### src/rtl/core/mwm_pkg.sv
`timescale 1ns / 1ps

package mwm_pkg;

  localparam int SpeedW = 16;
  localparam int GainW  = 12;
  localparam int LimitW = 15;
  localparam int LinW   = 18;
  localparam int TurnW  = 28;
  localparam int SumW   = 29;
  localparam int ProdW  = SpeedW + LimitW;
  localparam int QuotW  = LimitW;
  localparam int Lanes  = 4;

  localparam logic [GainW-1:0]  GainReset  = GainW'(998);
  localparam logic [LimitW-1:0] LimitReset = LimitW'(8000);

  localparam int CfgAddrW = 3;
  localparam int CfgDataW = 32;

  typedef enum logic {
    REG_GAIN  = 1'b0,
    REG_LIMIT = 1'b1
  } reg_idx_t;

  typedef struct packed {
    logic signed [SpeedW-1:0] forward_speed;
    logic signed [SpeedW-1:0] side_speed;
    logic signed [SpeedW-1:0] turn_speed;
  } in_t;

  typedef struct packed {
    logic signed [SpeedW-1:0] first_wheel_speed;
    logic signed [SpeedW-1:0] second_wheel_speed;
    logic signed [SpeedW-1:0] third_wheel_speed;
    logic signed [SpeedW-1:0] fourth_wheel_speed;
    logic                     was_scaled;
  } out_t;

  typedef logic [Lanes-1:0][SpeedW-1:0] wheel4_t;
  typedef logic [Lanes-1:0][ProdW-1:0]  num4_t;
  typedef logic [Lanes-1:0][QuotW-1:0]  quot4_t;

  // Carried alongside the divider: what the output stage needs to rebuild each wheel
  typedef struct packed {
    wheel4_t          wheel;
    logic [Lanes-1:0] neg;
    logic             scaled;
  } side_t;

  function automatic logic [SpeedW-1:0] mag16(input logic [SpeedW-1:0] w);
    logic [SpeedW:0] t;
    t = w[SpeedW-1] ? ((SpeedW+1)'(0) - {1'b1, w}) : {1'b0, w};
    return t[SpeedW-1:0];
  endfunction

endpackage

### src/rtl/core/mwm_mix.sv
`timescale 1ns / 1ps

module mwm_mix (
  input  logic                  clk,
  input  logic                  rst_n,
  input  logic [mwm_pkg::GainW-1:0] gain,
  input  logic                  in_valid,
  output logic                  in_ready,
  input  mwm_pkg::in_t          in_data,
  output logic                  out_valid,
  input  logic                  out_ready,
  output mwm_pkg::wheel4_t      out_wheel
);

  localparam int Lanes = mwm_pkg::Lanes;

  logic                             va_r, vb_r;
  logic                             lda, ldb;
  logic signed [mwm_pkg::LinW-1:0]  lin_nxt [Lanes];
  logic signed [mwm_pkg::LinW-1:0]  lin_r   [Lanes];
  logic signed [mwm_pkg::SumW-1:0]  prod_nxt;
  logic signed [mwm_pkg::TurnW-1:0] turn_r;
  logic signed [mwm_pkg::LinW-1:0]  fe, se;
  logic signed [mwm_pkg::SumW-1:0]  sum   [Lanes];
  logic signed [mwm_pkg::SumW-1:0]  sumr  [Lanes];
  logic signed [mwm_pkg::SumW-1:0]  shq   [Lanes];
  mwm_pkg::wheel4_t                 wheel_nxt, wheel_r;

  assign ldb      = !vb_r || out_ready;
  assign lda      = !va_r || ldb;
  assign in_ready = lda;

  // Stage A: linear sums and the rotation product
  always_comb begin
    fe = mwm_pkg::LinW'(in_data.forward_speed);
    se = mwm_pkg::LinW'(in_data.side_speed);
    lin_nxt[0] = se - fe;
    lin_nxt[1] = fe + se;
    lin_nxt[2] = fe - se;
    lin_nxt[3] = mwm_pkg::LinW'(0) - fe - se;
    prod_nxt   = in_data.turn_speed * $signed({1'b0, gain});
  end

  always_ff @(posedge clk) begin
    if (!rst_n) begin
      va_r <= 1'b0;
    end else if (lda) begin
      va_r <= in_valid;
    end
  end

  always_ff @(posedge clk) begin
    if (lda && in_valid) begin
      lin_r  <= lin_nxt;
      turn_r <= prod_nxt[mwm_pkg::TurnW-1:0];
    end
  end

  // Stage B: 2*(256*lin + turn)/256 == (256*lin + turn)/128, toward zero, then clamp
  always_comb begin
    for (int i = 0; i < Lanes; i++) begin
      sum[i]  = (mwm_pkg::SumW'(lin_r[i]) <<< 8) + mwm_pkg::SumW'(turn_r);
      sumr[i] = sum[i] + (sum[i][mwm_pkg::SumW-1] ? mwm_pkg::SumW'(127) : mwm_pkg::SumW'(0));
      shq[i]  = sumr[i] >>> 7;
      if (shq[i] > mwm_pkg::SumW'(32767)) begin
        wheel_nxt[i] = 16'h7fff;
      end else if (shq[i] < -mwm_pkg::SumW'(32768)) begin
        wheel_nxt[i] = 16'h8000;
      end else begin
        wheel_nxt[i] = shq[i][mwm_pkg::SpeedW-1:0];
      end
    end
  end

  always_ff @(posedge clk) begin
    if (!rst_n) begin
      vb_r <= 1'b0;
    end else if (ldb) begin
      vb_r <= va_r;
    end
  end

  always_ff @(posedge clk) begin
    if (ldb && va_r) begin
      wheel_r <= wheel_nxt;
    end
  end

  assign out_valid = vb_r;
  assign out_wheel = wheel_r;

endmodule

### config.mk
export PLATFORM = sky130hd
export DESIGN_NAME = mwm_mix
export DESIGN_NICKNAME = d
export VERILOG_FILES = /design/src/rtl/core/mwm_pkg.sv /design/src/rtl/core/mwm_mix.sv
export SDC_FILE = /design/constraint.sdc
export NUM_CORES = 1
export LEC_CHECK = 0
export ABC_AREA = 1
export BUFFER_PORTS_ARGS = -buffer_cell sky130_fd_sc_hd__buf_2
export CAP_MARGIN = 25
export CORE_AREA = 4 4 252 254
export CTS_BUF_LIST = sky130_fd_sc_hd__clkbuf_4
export DETAILED_ROUTE_END_ITERATION = 10
export DIE_AREA = 0 0 256 258
export PLACE_DENSITY = 0.59
export SYNTH_ARGS = -nofsm -noshare
export SYNTH_HDL_FRONTEND = slang
export SYNTH_SLANG_ARGS = --single-unit
### constraint.sdc
create_clock -name clk -period 20.1 [get_ports clk]
set_input_delay 6.03 -clock clk [delete_from_list [all_inputs] [get_ports clk]]
set_output_delay 6.03 -clock clk [all_outputs]
set_load 0.03 [all_outputs]
==> impl_metrics.json <==
{
  "setup_slack_ns": 7.52,
  "setup_violations": 0,
  "synth_warnings": 0,
  "clk_pin_slew_ns": 0.16,
  "dp_hpwl_microns": 58000,
  "grt_overflow": 0,
  "worst_slew_pin_slew_ns": 0.839,
  "grt_max_degree": 65,
  "final_cell_area_sq_um": 26000,
  "fin_skew_ns": 0.0357,
  "yosysSeqAreaShare_pct": 19.7,
  "maxSlewViolCount": 0,
  "ant_nets": 0,
  "synth-compound-area-share_pct": 6.35,
  "port_buffers": 129,
  "antenna_found_initial": 1,
  "synth_fa_ha_area_share_pct": 27.8,
  "crit_type": "input port to output port",
  "clk_latency_ns": 0.67,
  "post-route-period-util_pct": 62.6,
  "cts_buffers": 17,
  "fp-row-count": 91,
  "track_usage_pct": 20.7,
  "yosys.area_share.simple_pct": 28.5,
  "arrival_ns": 6.55,
  "wirelength_microns": 68200,
  "synth_cells": 3478,
  "synthTopCellsByArea": "edfxtp_1 20%, nand2_1 17%, fa_1 15%, ha_1 13%, inv_1 11%",
  "ys_top_cells_by_count": "1,083 x nand2_1, 730 x inv_1, 263 x nor2_1",
  "vias": 21100,
  "place.gp.congestion": 0.934,
  "hold_path.class": "flip-flop to flip-flop",
  "htreeDepth": 4,
  "clock_path_buffers": 2,
  "cts_tree": "done",
  "clockRootBuffer": "clkbuf_4",
  "yosys.area.top_type": "edfxtp_1",
  "yosysTopAreaCellShare_pct": 19.5,
  "rsz0062_at_grt": "no",
  "synth_fp_nets": 3971,
  "synthToLayoutAreaGrowth_pct": 6.98,
  "fp.coreArea_sq_um": 61300,
  "grt_pass1_wl_microns": 109000,
  "dpl_cell_area_sq_um": 25700,
  "clock-sinks": 160,
  "ys_ff_latch": 160,
  "die_h_microns": 258,
  "fin_tns_setup_ns": 0,
  "min_period_ns": 12.58,
  "die_x_microns": 256,
  "synthMuxAreaShare_pct": 0,
  "drcViolationCount": 0,
  "design.die.area_sq_um": 66000,
  "firstDrtPassIters": 6,
  "critPathMaxFanout": 3,
  "start_util_pct": 39.7,
  "start_kind": "input port",
  "cts_setup_buffers": 0,
  "final_util_pct": 42.5,
  "cap_violations": 0,
  "postCtsHoldBufs": 0,
  "async_flop_share_pct": 0,
  "wl_per_cell_microns": 15.6,
  "synth_cell_types": 51,
  "synth_top_family_by_area": "simple AND/OR/NAND/NOR gates",
  "worstSetupEndpointType": "output port",
  "initialDrtViolationCount": 1277,
  "post-place-ws_ns": 7.51,
  "maxSlewHeadroom_pct": 44.0,
  "finalHoldViolCount": 0,
  "grt_pass1_vias": 20400,
  "drive_above_1_share_pct": 5.61,
  "synth_edf_count": 158,
  "clock.fmax_mhz": 79.5,
  "syn_area_sq_um": 24300,
  "cts_resized": 0,
  "ios": 130,
  "synth_flop_cell": "edfxtp_1",
  "nNetsFinal": 4060,
  "outcome": "completed",
  "cp.required_ns": 14.07,
  "synthXorXnorAreaFrac_pct": 5.34,
  "avgSynthCellArea_sq_um": 6.99,
  "yosysMostFrequentCell": "nand2_1",
  "viasPerCell": 4.84
}
[final timing paths]
check | startpoint | endpoint | slack (ns) | depth (start not counted)
setup reg to reg | turn_r[9] | out_wheel[35] | 14.52 | 23
setup / recovery | out_ready | in_ready | 7.52 | 4
hold / removal | va_r | out_valid | 0.51 | 2
hold reg to reg | va_r | out_valid | 0.51 | 2
[cell families after synthesis]
kind of cell	Yosys count
compound gates	279
xor+xnor	144
fa+ha+maj	429
buf+inv	793
flops	160
simple gates	1673
[final cells by class]
class,count,area (sq um)
flip-flops and latches,160,4780
inverters,732,2750
repair buffers,131,661
well taps,790,988
fillers,6603,35200
clock inverters,12,158
multi-input cells,2525,16500
diodes,1,2.50
clock buffers,20,150
[worst max-delay path, stage by stage]
cell	delay (ns)
buf_2	0.09
inv_1	0.11
nand3_1	0.12
buf_2	0.20
[sequential cells by signal, summed over array words and instances, names as in the netlist]
register   flops
turn_r        28
va_r           1
lin_r         66
out_valid      1
out_wheel     64
[layer usage]
metal / track usage, % / vias to the layer above / share of wire [%] / wire length [microns]
met5: 0 / - / 0 / 0
met4: 6.05 / 0 / 2.5 / 1720
met3: 2.16 / 80 / 3.7 / 2500
met2: 35.0 / 391 / 47 / 32200
met1: 28.2 / 9731 / 47 / 31800
li1: - / 10900 / - / -
[layout by cell type (no fill, tap or decap), drive strengths merged, types with 5 or more instances in the layout]
master / instances
inv: 732
nand3: 172
a21boi: 9
fa: 184
a21oi: 173
edfxtp: 158
nand4: 59
ha: 245
nand2: 1097
nor4: 6
xnor2: 29
and2: 10
nor2: 274
clkinv: 7
o21bai: 12
a31oi: 5
or2: 5
o21ai: 51
nand3b: 17
nor3: 30
a21o: 6
clkbuf: 20
xor2: 115
buf: 131
[through the flow]
stage / hold WS [ns] / cells
floorplan: 0.447 / 3478
global placement: 0.516 / 4338
detailed placement: 0.520 / 4338
CTS: 0.504 / 4370
global route: 0.568 / 4371
finish: 0.511 / 4371
Power is left out: the tool's default activity adds up to more than one toggle a clock period on the data nets, which glitch-free logic cannot reach.
