==> src/rtl/core/mwm_pkg.sv <==
`timescale 1ns / 1ps

package mwm_pkg;

  localparam int SpeedW = 16;
  localparam int GainW  = 12;
  localparam int LimitW = 15;
  localparam int LinW   = 18;
  localparam int TurnW  = 28;
  localparam int SumW   = 29;
  localparam int ProdW  = SpeedW + LimitW;
  localparam int QuotW  = LimitW;
  localparam int Lanes  = 4;

  localparam logic [GainW-1:0]  GainReset  = GainW'(998);
  localparam logic [LimitW-1:0] LimitReset = LimitW'(8000);

  localparam int CfgAddrW = 3;
  localparam int CfgDataW = 32;

  typedef enum logic {
    REG_GAIN  = 1'b0,
    REG_LIMIT = 1'b1
  } reg_idx_t;

  typedef struct packed {
    logic signed [SpeedW-1:0] forward_speed;
    logic signed [SpeedW-1:0] side_speed;
    logic signed [SpeedW-1:0] turn_speed;
  } in_t;

  typedef struct packed {
    logic signed [SpeedW-1:0] first_wheel_speed;
    logic signed [SpeedW-1:0] second_wheel_speed;
    logic signed [SpeedW-1:0] third_wheel_speed;
    logic signed [SpeedW-1:0] fourth_wheel_speed;
    logic                     was_scaled;
  } out_t;

  typedef logic [Lanes-1:0][SpeedW-1:0] wheel4_t;
  typedef logic [Lanes-1:0][ProdW-1:0]  num4_t;
  typedef logic [Lanes-1:0][QuotW-1:0]  quot4_t;

  // Carried alongside the divider: what the output stage needs to rebuild each wheel
  typedef struct packed {
    wheel4_t          wheel;
    logic [Lanes-1:0] neg;
    logic             scaled;
  } side_t;

  function automatic logic [SpeedW-1:0] mag16(input logic [SpeedW-1:0] w);
    logic [SpeedW:0] t;
    t = w[SpeedW-1] ? ((SpeedW+1)'(0) - {1'b1, w}) : {1'b0, w};
    return t[SpeedW-1:0];
  endfunction

endpackage

==> src/rtl/core/mwm_norm.sv <==
`timescale 1ns / 1ps

module mwm_norm (
  input  logic                       clk,
  input  logic                       rst_n,
  input  logic [mwm_pkg::LimitW-1:0] limit,
  input  logic                       in_valid,
  output logic                       in_ready,
  input  mwm_pkg::wheel4_t           in_wheel,
  output logic                       out_valid,
  input  logic                       out_ready,
  output mwm_pkg::num4_t             out_num,
  output logic [mwm_pkg::SpeedW-1:0] out_max,
  output mwm_pkg::side_t             out_side
);

  localparam int Lanes = mwm_pkg::Lanes;

  logic                       vc_r, vd_r;
  logic                       ldc, ldd;
  mwm_pkg::wheel4_t           mag_nxt, mag_r, wheel_r;
  logic [Lanes-1:0]           neg_nxt, neg_r;
  logic [mwm_pkg::SpeedW-1:0] m01, m23, max_nxt, max_r, maxd_r;
  mwm_pkg::num4_t             num_nxt, num_r;
  mwm_pkg::side_t             side_r;

  assign ldd      = !vd_r || out_ready;
  assign ldc      = !vc_r || ldd;
  assign in_ready = ldc;

  // Stage C: magnitudes and the largest of the four
  always_comb begin
    for (int i = 0; i < Lanes; i++) begin
      mag_nxt[i] = mwm_pkg::mag16(in_wheel[i]);
      neg_nxt[i] = in_wheel[i][mwm_pkg::SpeedW-1];
    end
    m01     = (mag_nxt[0] > mag_nxt[1]) ? mag_nxt[0] : mag_nxt[1];
    m23     = (mag_nxt[2] > mag_nxt[3]) ? mag_nxt[2] : mag_nxt[3];
    max_nxt = (m01 > m23) ? m01 : m23;
  end

  always_ff @(posedge clk) begin
    if (!rst_n) begin
      vc_r <= 1'b0;
    end else if (ldc) begin
      vc_r <= in_valid;
    end
  end

  always_ff @(posedge clk) begin
    if (ldc && in_valid) begin
      mag_r   <= mag_nxt;
      neg_r   <= neg_nxt;
      max_r   <= max_nxt;
      wheel_r <= in_wheel;
    end
  end

  // Stage D: numerators |w|*limit for the divider
  always_comb begin
    for (int i = 0; i < Lanes; i++) begin
      num_nxt[i] = mwm_pkg::ProdW'(mag_r[i]) * mwm_pkg::ProdW'(limit);
    end
  end

  always_ff @(posedge clk) begin
    if (!rst_n) begin
      vd_r <= 1'b0;
    end else if (ldd) begin
      vd_r <= vc_r;
    end
  end

  always_ff @(posedge clk) begin
    if (ldd && vc_r) begin
      num_r         <= num_nxt;
      maxd_r        <= max_r;
      side_r.wheel  <= wheel_r;
      side_r.neg    <= neg_r;
      side_r.scaled <= ({1'b0, max_r} > (mwm_pkg::SpeedW+1)'(limit));
    end
  end

  assign out_valid = vd_r;
  assign out_num   = num_r;
  assign out_max   = maxd_r;
  assign out_side  = side_r;

endmodule

==> config.mk <==
export PLATFORM = sky130hd
export DESIGN_NAME = mwm_norm
export DESIGN_NICKNAME = d
export VERILOG_FILES = /design/src/rtl/core/mwm_pkg.sv /design/src/rtl/core/mwm_norm.sv
export SDC_FILE = /design/constraint.sdc
export NUM_CORES = 2
export LEC_CHECK = 0
export BUFFER_PORTS_ARGS = -buffer_cell sky130_fd_sc_hd__buf_2
export CORE_ASPECT_RATIO = 0.75
export CORE_UTILIZATION = 50
export CTS_BUF_LIST = sky130_fd_sc_hd__clkbuf_4 sky130_fd_sc_hd__clkbuf_8
export DETAILED_ROUTE_END_ITERATION = 10
export PLACE_DENSITY_LB_ADDON = 0.05
export SLEW_MARGIN = 20
export SYNTH_ARGS = -nofsm -noshare
export SYNTH_HDL_FRONTEND = slang
export SYNTH_SLANG_ARGS = --single-unit
export TNS_END_PERCENT = 100
==> constraint.sdc <==
create_clock -name clk -period 13.6 [get_ports clk]
set_input_delay 0 -clock clk [delete_from_list [all_inputs] [get_ports clk]]
set_output_delay 0 -clock clk [all_outputs]
set_load 0.05 [all_outputs]
==> flow_summary.yaml <==
setup_path:
  cp_max_fo: 15
  worstPathArrival_ps: 7650
  r2r-start: "mag_r[58]"
  r2r_cells: 22
  reg2reg_slack_ps: 6390
  reg2reg_to: "out_num[122]"
  end_kind: "register"
  start_kind: "register"
  required_ps: 14040
  worstSetupPathType: "register to register"
synth:
  synth-seq-area-share_pct: 22.70
  syn_inst: 4536
  synth.distinct_cells: 75
  syn_nets: 5785
  synth_top_area_cell: "fa_1"
  synthFlopType: "edfxtp_1"
  yosys_warnings: 0
  yosys-top-cells-area: "fa_1 31%, edfxtp_1 23%, ha_1 12%, and2_1 7.8%, inv_1 7.8%"
  syn_area_per_cell_um2: 10.10
  yosysTopAreaCellShare_pct: 31.46
  synth_enable_flop_cells: 345
  ys_ff_latch: 347
  async_flop_share_pct: 0
  synth_area_um2: 45810
placement:
  gp_congestion: 0.9048
  port_buffers: 293
  dpl.hpwl_um: 88690
global_route:
  grtUsageMet1_pct: 41.47
  antenna_found_initial: 4
  grtUsageMet3_pct: 6.189
  grt_pass1_vias: 32381
  grt_max_degree: 73
  grt_overflow: 0
  met2_usage_pct: 36.30
  grtUsageTotal_pct: 26.25
  grt_pass1_wl_um: 187400
  busiest_layer: "met1"
min_path:
  hold_end: "wheel_r[49]"
  hp-class: "primary input to register"
  hold_start: "in_wheel[49]"
  whs_path_depth: 2
cells_and_area:
  fin_nets: 6054
  multiInputGateArea_um2: 31080
  seq_area_um2: 10400
  fin_util_pct: 55.76
  fillers: 8156
  most-common-layout-cells: "951 x inv_1, 720 x fa_1, 571 x and2_1"
  area_delta_synth_final_pct: 9.674
  layout_commonest_cell: "inv_1"
  drive_gt1_share_pct: 9.072
detailed_routing:
  post_drt_wl_per_cell_um: 19.29
  drcViolationCount: 0
  drtIter0Drc: 2012
  wirelength_um: 117000
  avgViaCountPerCell: 5.237
  ant_nets: 0
  vias: 31765
  firstDrtPassIters: 7
floorplanning:
  die_w_um: 351.5
  start_util_pct: 50.84
  rows: 95
  die_h_um: 264.1
  core_um2: 90100
  dieArea_um2: 92850
  ios: 294
clock_network:
  clock-root-buffer: "clkbuf_8"
  clk_pin_slew_ps: 60
  h-tree-depth: 2
  numCtsBuffers: 58
  clk_path_buf_depth: 3
  clock_latency_ps: 770
  cts_tree: "built"
  postCtsHoldBufs: 76
  cts_setup_buffers: 0
  cts.sinks: 347
  cts_resized: 0
timing:
  min_period_ps: 7213
  fmax_ghz: 0.1386
  hold_viol_final: 0
  period_share_pct: 53.04
  worst_slew_pin_slew_ps: 1201
  slew_headroom_pct: 18.78
  finalSetupViolCount: 0
  skew_ps: 68.08
  rsz0062_at_grt: "false"
  setup-tns-final_ps: 0
  slew_violations: 0
  whs_ps: 58.00
status:
  status: "finished, final reports clean"
run:
  drv_cap: 0
==> state kept, by name, summed over array words and instances, names as in the netlist <==
name and flops:
out_num 124, out_side 65, mag_r 64, wheel_r 57, max_r 16, out_max 16, neg_r 3, out_valid 1
vc_r 1
==> metal layers <==
layer | up-vias | share of wire [%]
li1 | 14679 | -
met1 | 15914 | 49
met2 | 1046 | 40
met3 | 122 | 8.9
met4 | 4 | 2.0
met5 | - | 0.027
==> cells in the mapped netlist, types with 47 or more instances <==
| master | instances |
|---|---|
| clkbuf_1 | 179 |
| mux2i_1 | 47 |
| a21oi_1 | 96 |
| and2_1 | 572 |
| o21ai_0 | 87 |
| nor2_1 | 74 |
| edfxtp_1 | 345 |
| xnor2_1 | 106 |
| nand2_1 | 473 |
| inv_1 | 951 |
| a21o_1 | 49 |
| ha_1 | 446 |
| fa_1 | 720 |
==> final cells by class <==
type	count	share of cell area, %
multi-input combinational	3048	61.86
inverter	952	7.112
antenna	3	0.01494
clock buffer	77	1.873
tap	1212	3.018
sequential	347	20.70
timing repair buffer	398	4.866
clock inverter	28	0.5603
==> worst max-delay path: stages, from the launching register on <==
cell and delay, ps:
edfxtp_1 670, and2_1 310, fa_1 530, inv_1 60
fa_1 530, inv_1 50, fa_1 500, inv_1 50
fa_1 530, inv_1 50, fa_1 490, inv_1 50
fa_1 470, inv_1 40, ha_1 330, a211oi_1 240
o211ai_1 170, a41oi_1 700, o311ai_0 320, nand2_1 170
o221ai_1 160, o41ai_1 400, xnor2_1 110
==> stage by stage <==
stage	instances	instance area (um^2)	setup slack, ps
after floorplan	4536	45810	3041
after global placement	5881	48250	6509
after detailed placement	5881	48250	6410
after CTS	6062	50230	6438
after global routing	6063	50240	6053
final	6065	50240	6387
==> cells by family (layout without fill, tap and decap cells) <==
family	after synthesis	count (layout)	share of synthesized area, %
flip-flops	347	347	22.70
other	0	3	0
multiplexers	48	48	1.060
AND/OR/NAND/NOR	1301	1301	14.74
XOR/XNOR	152	152	2.922
buffers and inverters	1141	1455	9.494
AO/OA/AOI/OAI	380	380	5.408
adder cells (fa/ha/maj)	1167	1167	43.67
==> worst max-delay path by stage <==
| stage | startpoint | cells after the start | slack (ps) | to |
|---|---|---|---|---|
| floorplan | out_valid | 2 | 3040 | out_max[0] |
| detailed placement | limit[10] | 21 | 6410 | out_num[61] |
| CTS | mag_r[58] | 22 | 6440 | out_num[122] |
| finish | mag_r[58] | 22 | 6390 | out_num[122] |
| global route | mag_r[58] | 22 | 6050 | out_num[122] |
| global placement | limit[6] | 21 | 6510 | out_num[61] |
Power is left out: the tool's default activity adds up to more than one toggle a clock period on the data nets, which glitch-free logic cannot reach.
